`src/hw/rtl/bounded_array_table_engine_defines.svh`:
```
`ifndef BOUNDED_ARRAY_TABLE_ENGINE_DEFINES_SVH
`define BOUNDED_ARRAY_TABLE_ENGINE_DEFINES_SVH

// Require cons in the same cycle as ante, outside reset.
`define BATE_ASSERT_SAME(label, ante, cons, msg) \
   label: assert property (@(posedge clock) disable iff (reset) (ante) |-> (cons)) \
      else $error(msg);

// Require cons in the cycle after ante, outside reset.
`define BATE_ASSERT_NEXT(label, ante, cons, msg) \
   label: assert property (@(posedge clock) disable iff (reset) (ante) |=> (cons)) \
      else $error(msg);

`endif

```
`src/hw/rtl/bate_pkg.sv`:
```
package bate_pkg;

   // Action codes of an input transfer
   typedef enum logic [3:0] {
      ACT_PUSH    = 4'd0,
      ACT_POP     = 4'd1,
      ACT_GET     = 4'd2,
      ACT_SET     = 4'd3,
      ACT_REM_VAL = 4'd4,
      ACT_REM_IDX = 4'd5,
      ACT_FIND    = 4'd6,
      ACT_CLEAR   = 4'd7,
      ACT_REVERSE = 4'd8
   } bate_action_type;

   // Status codes of a result transfer
   typedef enum logic [2:0] {
      STS_OK       = 3'd0,
      STS_RANGE    = 3'd1,
      STS_UNDER    = 3'd2,
      STS_NOTFOUND = 3'd3,
      STS_FULL     = 3'd4,
      STS_NULL     = 3'd5
   } bate_status_type;

   // Sequencer states
   typedef enum logic [3:0] {
      S_IDLE,
      S_DECODE,
      S_RD_WAIT,
      S_SCAN,
      S_DROP,
      S_MOVE,
      S_SHIFT,
      S_REV_RDH,
      S_REV_WRL,
      S_REV_WRH,
      S_DONE
   } bate_state_type;

   typedef struct packed {
      logic [3:0]  action;
      logic [7:0]  index;
      logic [31:0] value;
   } bate_req_type;

   typedef struct packed {
      bate_status_type status;
      logic [31:0]     read_value;
      logic [7:0]      found_index;
      logic [8:0]      fill_count;
   } bate_rsp_type;

endpackage

```
`src/hw/rtl/bate_ctrl.sv`:
```
`include "bounded_array_table_engine_defines.svh"

module bate_ctrl #(
   parameter int CAPACITY = 256,
   parameter int VALUE_WIDTH = 32,
   localparam int AW = $clog2(CAPACITY),
   localparam int CW = $clog2(CAPACITY + 1)
) (
   input  logic                   clock,
   input  logic                   reset,
   input  logic                   start,
   input  bate_pkg::bate_req_type req_data,
   input  logic                   removal_mode,
   output logic                   idle,
   output logic                   res_valid,
   input  logic                   res_take,
   output bate_pkg::bate_rsp_type res_data,
   output logic                   mem_we,
   output logic [AW-1:0]          mem_waddr,
   output logic [VALUE_WIDTH-1:0] mem_wdata,
   output logic                   mem_re,
   output logic [AW-1:0]          mem_raddr,
   input  logic [VALUE_WIDTH-1:0] mem_rdata
);

   import bate_pkg::*;

   localparam int XW = (CW > 8) ? CW : 8;

   bate_state_type         state_ff, state_in;
   bate_action_type        action_ff, action_in;
   logic [7:0]             idx_ff, idx_in;
   logic [VALUE_WIDTH-1:0] val_ff, val_in;
   logic [CW-1:0]          count_ff, count_in;
   logic [CW-1:0]          ptr_a_ff, ptr_a_in;
   logic [CW-1:0]          ptr_b_ff, ptr_b_in;
   logic                   flag_ff, flag_in;
   logic [VALUE_WIDTH-1:0] hold_ff, hold_in;
   bate_status_type        status_ff, status_in;
   logic [VALUE_WIDTH-1:0] rd_ff, rd_in;
   logic [7:0]             fi_ff, fi_in;

   logic [63:0]   val_ext;
   logic [63:0]   rd_ext;
   logic [XW-1:0] idx_x;
   logic [CW-1:0] last;
   logic          idx_ok;
   logic          hit;
   logic          rev_more;

   // Shared comparator and bounds
   assign val_ext  = 64'(req_data.value);
   assign rd_ext   = 64'(rd_ff);
   assign idx_x    = XW'(idx_ff);
   assign last     = count_ff - CW'(1);
   assign idx_ok   = idx_x < XW'(count_ff);
   assign hit      = (mem_rdata == val_ff);
   assign rev_more = (ptr_a_ff + CW'(2)) < ptr_b_ff;

   // Control registers
   always_ff @(posedge clock) begin
      if (reset) begin
         state_ff <= S_IDLE;
         count_ff <= '0;
      end else begin
         state_ff <= state_in;
         count_ff <= count_in;
      end
   end

   // Working and result registers
   always_ff @(posedge clock) begin
      action_ff <= action_in;
      idx_ff    <= idx_in;
      val_ff    <= val_in;
      ptr_a_ff  <= ptr_a_in;
      ptr_b_ff  <= ptr_b_in;
      flag_ff   <= flag_in;
      hold_ff   <= hold_in;
      status_ff <= status_in;
      rd_ff     <= rd_in;
      fi_ff     <= fi_in;
   end

   // Sequence one action over the memory port
   always_comb begin
      state_in  = state_ff;
      action_in = action_ff;
      idx_in    = idx_ff;
      val_in    = val_ff;
      count_in  = count_ff;
      ptr_a_in  = ptr_a_ff;
      ptr_b_in  = ptr_b_ff;
      flag_in   = flag_ff;
      hold_in   = hold_ff;
      status_in = status_ff;
      rd_in     = rd_ff;
      fi_in     = fi_ff;
      mem_we    = 1'b0;
      mem_waddr = '0;
      mem_wdata = '0;
      mem_re    = 1'b0;
      mem_raddr = '0;
      res_valid = 1'b0;

      unique case (state_ff)
         S_IDLE: begin
            if (start) begin
               action_in = bate_action_type'(req_data.action);
               idx_in    = req_data.index;
               val_in    = val_ext[VALUE_WIDTH-1:0];
               state_in  = S_DECODE;
            end
         end

         S_DECODE: begin
            status_in = STS_OK;
            rd_in     = '0;
            fi_in     = '0;
            state_in  = S_DONE;
            unique case (action_ff)
               ACT_PUSH: begin
                  if (val_ff == '0) begin
                     status_in = STS_NULL;
                  end else if (count_ff == CW'(CAPACITY)) begin
                     status_in = STS_FULL;
                  end else begin
                     mem_we    = 1'b1;
                     mem_waddr = count_ff[AW-1:0];
                     mem_wdata = val_ff;
                     count_in  = count_ff + CW'(1);
                  end
               end
               ACT_POP: begin
                  if (count_ff == '0) begin
                     status_in = STS_UNDER;
                  end else begin
                     mem_re    = 1'b1;
                     mem_raddr = last[AW-1:0];
                     count_in  = last;
                     state_in  = S_RD_WAIT;
                  end
               end
               ACT_GET: begin
                  if (idx_ok) begin
                     mem_re    = 1'b1;
                     mem_raddr = idx_x[AW-1:0];
                     state_in  = S_RD_WAIT;
                  end else begin
                     status_in = STS_RANGE;
                  end
               end
               ACT_SET: begin
                  if (val_ff == '0) begin
                     status_in = STS_NULL;
                  end else if (idx_ok) begin
                     mem_we    = 1'b1;
                     mem_waddr = idx_x[AW-1:0];
                     mem_wdata = val_ff;
                  end else begin
                     status_in = STS_RANGE;
                  end
               end
               ACT_REM_VAL: begin
                  if (val_ff == '0) begin
                     status_in = STS_NULL;
                  end else begin
                     ptr_a_in = '0;
                     flag_in  = 1'b0;
                     state_in = S_SCAN;
                  end
               end
               ACT_REM_IDX: begin
                  if (idx_ok) begin
                     ptr_b_in = idx_x[CW-1:0];
                     state_in = S_DROP;
                  end else begin
                     status_in = STS_RANGE;
                  end
               end
               ACT_FIND: begin
                  ptr_a_in = '0;
                  flag_in  = 1'b0;
                  state_in = S_SCAN;
               end
               ACT_CLEAR: begin
                  count_in = '0;
               end
               ACT_REVERSE: begin
                  if (count_ff > CW'(1)) begin
                     mem_re    = 1'b1;
                     mem_raddr = '0;
                     ptr_a_in  = '0;
                     ptr_b_in  = last;
                     state_in  = S_REV_RDH;
                  end
               end
               default: begin
               end
            endcase
         end

         // Capture the word for get and pop
         S_RD_WAIT: begin
            rd_in    = mem_rdata;
            state_in = S_DONE;
         end

         // Issue one read and compare the previous one per cycle
         S_SCAN: begin
            if (flag_ff && hit) begin
               flag_in = 1'b0;
               if (action_ff == ACT_FIND) begin
                  fi_in    = 8'(ptr_b_ff);
                  state_in = S_DONE;
               end else begin
                  state_in = S_DROP;
               end
            end else if (ptr_a_ff < count_ff) begin
               mem_re    = 1'b1;
               mem_raddr = ptr_a_ff[AW-1:0];
               ptr_b_in  = ptr_a_ff;
               ptr_a_in  = ptr_a_ff + CW'(1);
               flag_in   = 1'b1;
            end else begin
               flag_in = 1'b0;
               if (!flag_ff) begin
                  status_in = STS_NOTFOUND;
                  state_in  = S_DONE;
               end
            end
         end

         // Choose how to close the gap at ptr_b
         S_DROP: begin
            if (removal_mode) begin
               mem_re    = 1'b1;
               mem_raddr = last[AW-1:0];
               state_in  = S_MOVE;
            end else begin
               ptr_a_in = ptr_b_ff + CW'(1);
               flag_in  = 1'b0;
               state_in = S_SHIFT;
            end
         end

         // Move the last entry into the gap
         S_MOVE: begin
            mem_we    = 1'b1;
            mem_waddr = ptr_b_ff[AW-1:0];
            mem_wdata = mem_rdata;
            count_in  = last;
            state_in  = S_DONE;
         end

         // Shift later entries down, one read and one write per cycle
         S_SHIFT: begin
            if (flag_ff) begin
               mem_we    = 1'b1;
               mem_waddr = ptr_b_ff[AW-1:0];
               mem_wdata = mem_rdata;
               ptr_b_in  = ptr_b_ff + CW'(1);
            end
            if (ptr_a_ff < count_ff) begin
               mem_re    = 1'b1;
               mem_raddr = ptr_a_ff[AW-1:0];
               ptr_a_in  = ptr_a_ff + CW'(1);
               flag_in   = 1'b1;
            end else begin
               flag_in = 1'b0;
               if (!flag_ff) begin
                  count_in = last;
                  state_in = S_DONE;
               end
            end
         end

         // Read the high word, hold the low one
         S_REV_RDH: begin
            mem_re    = 1'b1;
            mem_raddr = ptr_b_ff[AW-1:0];
            hold_in   = mem_rdata;
            state_in  = S_REV_WRL;
         end

         // Write the low slot, fetch the next low word
         S_REV_WRL: begin
            mem_we    = 1'b1;
            mem_waddr = ptr_a_ff[AW-1:0];
            mem_wdata = mem_rdata;
            if (rev_more) begin
               mem_re    = 1'b1;
               mem_raddr = ptr_a_ff[AW-1:0] + AW'(1);
            end
            state_in = S_REV_WRH;
         end

         // Write the high slot, fetch the next high word
         S_REV_WRH: begin
            mem_we    = 1'b1;
            mem_waddr = ptr_b_ff[AW-1:0];
            mem_wdata = hold_ff;
            if (rev_more) begin
               mem_re    = 1'b1;
               mem_raddr = ptr_b_ff[AW-1:0] - AW'(1);
               hold_in   = mem_rdata;
               ptr_a_in  = ptr_a_ff + CW'(1);
               ptr_b_in  = ptr_b_ff - CW'(1);
               state_in  = S_REV_WRL;
            end else begin
               state_in = S_DONE;
            end
         end

         // Offer the result until taken
         S_DONE: begin
            res_valid = 1'b1;
            if (res_take) begin
               state_in = S_IDLE;
            end
         end

         default: begin
            state_in = S_IDLE;
         end
      endcase
   end

   assign idle                 = (state_ff == S_IDLE);
   assign res_data.status      = status_ff;
   assign res_data.read_value  = rd_ext[31:0];
   assign res_data.found_index = fi_ff;
   assign res_data.fill_count  = 9'(count_ff);

   `BATE_ASSERT_SAME(a_count_bound, 1'b1, count_ff <= CW'(CAPACITY), "fill count above capacity")
   `BATE_ASSERT_SAME(a_rw_clash, mem_we && mem_re, mem_waddr != mem_raddr, "read and write same slot")
   `BATE_ASSERT_SAME(a_idle_quiet, state_ff == S_IDLE || state_ff == S_DONE, !mem_we && !mem_re, "memory access while not working")
   `BATE_ASSERT_NEXT(a_count_hold, state_ff == S_IDLE || state_ff == S_DONE, $stable(count_ff), "fill count moved while not working")
   `BATE_ASSERT_NEXT(a_result_hold, res_valid && !res_take, res_valid && $stable(status_ff), "pending result dropped or changed")

endmodule

```
`config.mk`:
```
export PLATFORM = sky130hd
export DESIGN_NAME = bate_ctrl
export DESIGN_NICKNAME = d
export VERILOG_FILES = /design/src/hw/rtl/bate_pkg.sv /design/src/hw/rtl/bate_ctrl.sv
export VERILOG_INCLUDE_DIRS = /design/src /design/src/hw/rtl
export SDC_FILE = /design/constraint.sdc
export NUM_CORES = 1
export LEC_CHECK = 0
export BUFFER_PORTS_ARGS = -buffer_cell sky130_fd_sc_hd__buf_4
export CAP_MARGIN = 20
export CORE_ASPECT_RATIO = 1.2
export CORE_MARGIN = 2
export CORE_UTILIZATION = 35
export CTS_CLUSTER_SIZE = 20
export DETAILED_ROUTE_END_ITERATION = 8
export SETUP_SLACK_MARGIN = 0.2
export SLEW_MARGIN = 10
export SYNTH_ARGS = -nofsm -noshare
export SYNTH_HDL_FRONTEND = slang
export SYNTH_SLANG_ARGS = --single-unit
```
`constraint.sdc`:
```
create_clock -name clock -period 5.72 [get_ports clock]
set_input_delay 1.716 -clock clock [delete_from_list [all_inputs] [get_ports clock]]
set_output_delay 1.716 -clock clock [all_outputs]
set_load 0.005 [all_outputs]
```
==> summary.txt <==
Layout
  • Antenna Cells: 0
  • Share of cells above drive strength 1: 0.247
  • Multi-input gate area: ~4400 sq um
  • Util after Layout: 0.443
  • Final #Nets: 1163
  • Register Area: about 4400 sq um
  • Filler cells: between 2000 and 3000
  • Layout area overhead: 25.8%

STA
  • Max Clock Skew: between 0.01 and 0.015 ns
  • Worst hold margin: between 0.5 and 0.6 ns
  • Peak Freq: ~0.18 GHz
  • Slew HR: 0.232
  • Fin Setup TNS: 0 ns
  • Endpoints failing hold: 0
  • RSZ-0062 raised after global routing: false
  • Post-route clock period utilization: 0.947
  • Setup violations, final: 0
  • Final Max Tran Viols: 0
  • Slew @ Worst Pin: between 1 and 1.5 ns
  • Tmin final: between 5 and 6 ns

Route
  • ANT nets after route: 0
  • DR pass1 iterations: 6
  • Routed WL per cell: about 22 um
  • Vias per inst: slightly below 6
  • First DRT Iteration DRCs: a little under 700
  • Via count: between 8000 and 9000
  • Post-route DRC: 0
  • Routed WL: between 30000 and 40000 um

Yosys
  • Ys Warns: 0
  • Post-Synthesis Cells: 887
  • Post-synth EDFFs: between 100 and 150
  • Synth top area share: 0.451
  • Synth async-reset ratio: 0
  • Synthesized cell area: 9200 sq um
  • Synth Register Bits: between 150 and 200
  • Syn nets: 999
  • Post-synth top flop: edfxtp_1
  • Main area contributors after synthesis: edfxtp_1, ha_1, xor2_1, a22o_1, and3_1
  • Synth unique cells: 70
  • Area leader, netlist: edfxtp_1
  • Synthesized area per cell: 10.4 sq um
  • Sequential cell area fraction in the yosys report: 0.479

Pwr
  • Internal: 3.44 mW
  • Pwr Density: around 490 nW/um^2
  • P_sw: 2.23 mW
  • Clock Power Share: 0.220
  • Pleak: between 4 and 5 nW
  • Seq pwr share: 0.361
  • Total power: around 5.7 mW
  • Max rail drop VDD: ~220 uV
  • Comb pwr share: 0.419
  • Sw Share: 0.393

Worst setup path
  • Crit Path Category: in -> out
  • R2r startpoint: count_ff[8]$_SDFFE_PP0P_
  • Critical-path maximum fanout: 4
  • Worst-case reg-to-reg path depth: 9
  • Critical Path End Type: output port
  • Worst R2R Setup Slack: roughly 1.9 ns
  • Worst r2r dst: count_ff[2]$_SDFFE_PP0P_
  • CP arrival: ~3.7 ns
  • Required time of the worst setup path: 4.00 ns
  • CP startpoint kind: input port

Die
  • Number of cell rows: between 60 and 70
  • IO Pins: between 150 and 200
  • Die span in x: 152 um
  • Core Footprint: 26100 sq um
  • Initial Utilization: 0.352
  • DIE AREA: 27600 sq um
  • Die height: between 150 and 200 um

Global route
  • Largest net degree at the start of global routing: 37
  • First-pass GRT wire length: between 40000 and 50000 um
  • Vias in the first global route: 7881
  • Total grt overflow: 0
  • Initial antenna violation count: 0
  • Global-route usage over all layers: 0.221

CTS
  • Clk Latency, worst-skew pair: about 0.43 ns
  • Root buffer cell: clkbuf_16
  • TritonCTS buffer count: 17
  • H-tree level count: 4
  • Sink Count: 151
  • Clock slew at reported path FFs: ~0.06 ns
  • Longest Clk Path Bufs: 2
  • CTS tree: yes

Placed design
  • IO buf count: 184
  • Post-DP HPWL: between 20000 and 25000 um
  • Routability cong.: 0.949

Hold path
  • Hold_sp: count_ff[4]$_SDFFE_PP0P_
  • Hold WC Path Type: reg -> reg
  • Hold EP: count_ff[4]$_SDFFE_PP0P_
  • Worst Hold Depth: 2

Run
  • Maximum Capacitance Violations: 0

Status
  • Status: complete, no violations
==> placed cells by master, fill, tap and decap left out, types with 31 or more instances in the layout <==
master | netlist | routed
a22o_1 | 33 | 33
ha_1 | 31 | 31
buf_4 | 1 | 205
xor2_1 | 37 | 37
and3_1 | 46 | 46
edfxtp_1 | 138 | 138
o21ai_0 | 36 | 36
a21o_1 | 35 | 35
nor2_1 | 63 | 61
nand2_1 | 53 | 53
xnor2_1 | 31 | 31
==> power by group through the flow <==
stage / combinational, mW / sequential (mW) / clock [mW]
3_5_place_dp: 2.35 / 2.06 / 0
2_1_floorplan: 1.44 / 1.89 / 0
5_1_grt: 2.59 / 2.09 / 1.31
6_report: 2.38 / 2.05 / 1.25
4_1_cts: 2.37 / 2.04 / 1.27
3_3_place_gp: 2.34 / 2.06 / 0
==> repair_timing <==
| item | CTS | global route |
|---|---|---|
| setup endpoints to repair | 1 | 43 |
| resized for setup | 1 | 5 |
| cloned | 0 | 0 |
| endpoints found under the hold margin | 0 | 0 |
| hold buffers | 0 | 0 |
| setup buffers | 0 | 1 |
| pin swaps | 0 | 5 |
==> Yosys cell counts, drive strengths merged, types with 26 or more instances <==
library cell / instances
nor2: 63
and3: 46
o21ai: 37
xnor2: 31
inv: 30
ha: 31
clkbuf: 48
a21o: 37
nand2: 53
edfxtp: 138
xor2: 37
a22o: 33
a21oi: 26
==> stage by stage <==
step           setup slack, ns  cells  instance area (sq um)
4_1_cts                  0.233   1398                  11500
2_1_floorplan            0.643    887                   9200
6_report                 0.302   1399                  11600
3_5_place_dp             0.162   1366                  10900
3_3_place_gp             0.146   1366                  10900
5_1_grt                  0.223   1399                  11600
==> worst max-delay path by stage <==
| stage | slack, ns | depth (start not counted) | start | end |
|---|---|---|---|---|
| 2_1_floorplan | 0.64 | 8 | mem_rdata[15] | mem_raddr[2] |
| 3_3_place_gp | 0.15 | 10 | mem_rdata[9] | mem_raddr[2] |
| 3_5_place_dp | 0.16 | 10 | mem_rdata[9] | mem_raddr[2] |
| 4_1_cts | 0.23 | 10 | mem_rdata[9] | mem_raddr[2] |
| 5_1_grt | 0.22 | 10 | mem_rdata[7] | mem_raddr[2] |
| 6_report | 0.30 | 10 | mem_rdata[3] | mem_raddr[2] |
==> routing by layer <==
metal	global-route usage	up-vias	wire length [um]
li1	-	3735	-
met1	0.277	3955	12700
met2	0.384	358	15600
met3	0.0427	51	2060
met4	0.0725	0	707
met5	0	-	0
==> layout make-up <==
class / count / share of cell area
flip-flops and latches: 151 / 0.381
clock inverters: 15 / 0.0185
well taps: 335 / 0.0362
clock buffers: 17 / 0.0368
repair buffers: 206 / 0.135
multi-input cells: 645 / 0.383
inverters: 30 / 0.00974
==> critical path, stage by stage <==
cell and delay [ns]:
buf_4 0.13, xor2_1 0.15, nor4_1 0.28, nand3_1 0.20, nor3_2 0.30, o21ai_0 0.13
nand2_1 0.12, inv_1 0.11, a221o_1 0.39, buf_4 0.16
==> kinds of logic (layout without fill, tap and decap cells) <==
family	after synthesis	count (layout)	synth area share
AND/OR/NAND/NOR	282	282	0.160
buffers and inverters	91	268	0.0442
AO/OA/AOI/OAI	263	263	0.209
multiplexers	1	1	0.00109
flip-flops	151	151	0.479
XOR/XNOR	68	68	0.0648
adder cells (fa/ha/maj)	31	31	0.0422
==> state kept, by name, indices dropped and copies added, names as in the netlist <==
register / flops
ptr_a_ff: 9
ptr_b_ff: 9
action_ff: 4
flag_ff: 1
val_ff: 32
idx_ff: 8
status_ff: 3
rd_ff: 32
count_ff: 9
state_ff: 4
fi_ff: 8
hold_ff: 32
No activity file was read; power rests on OpenSTA's default activity.
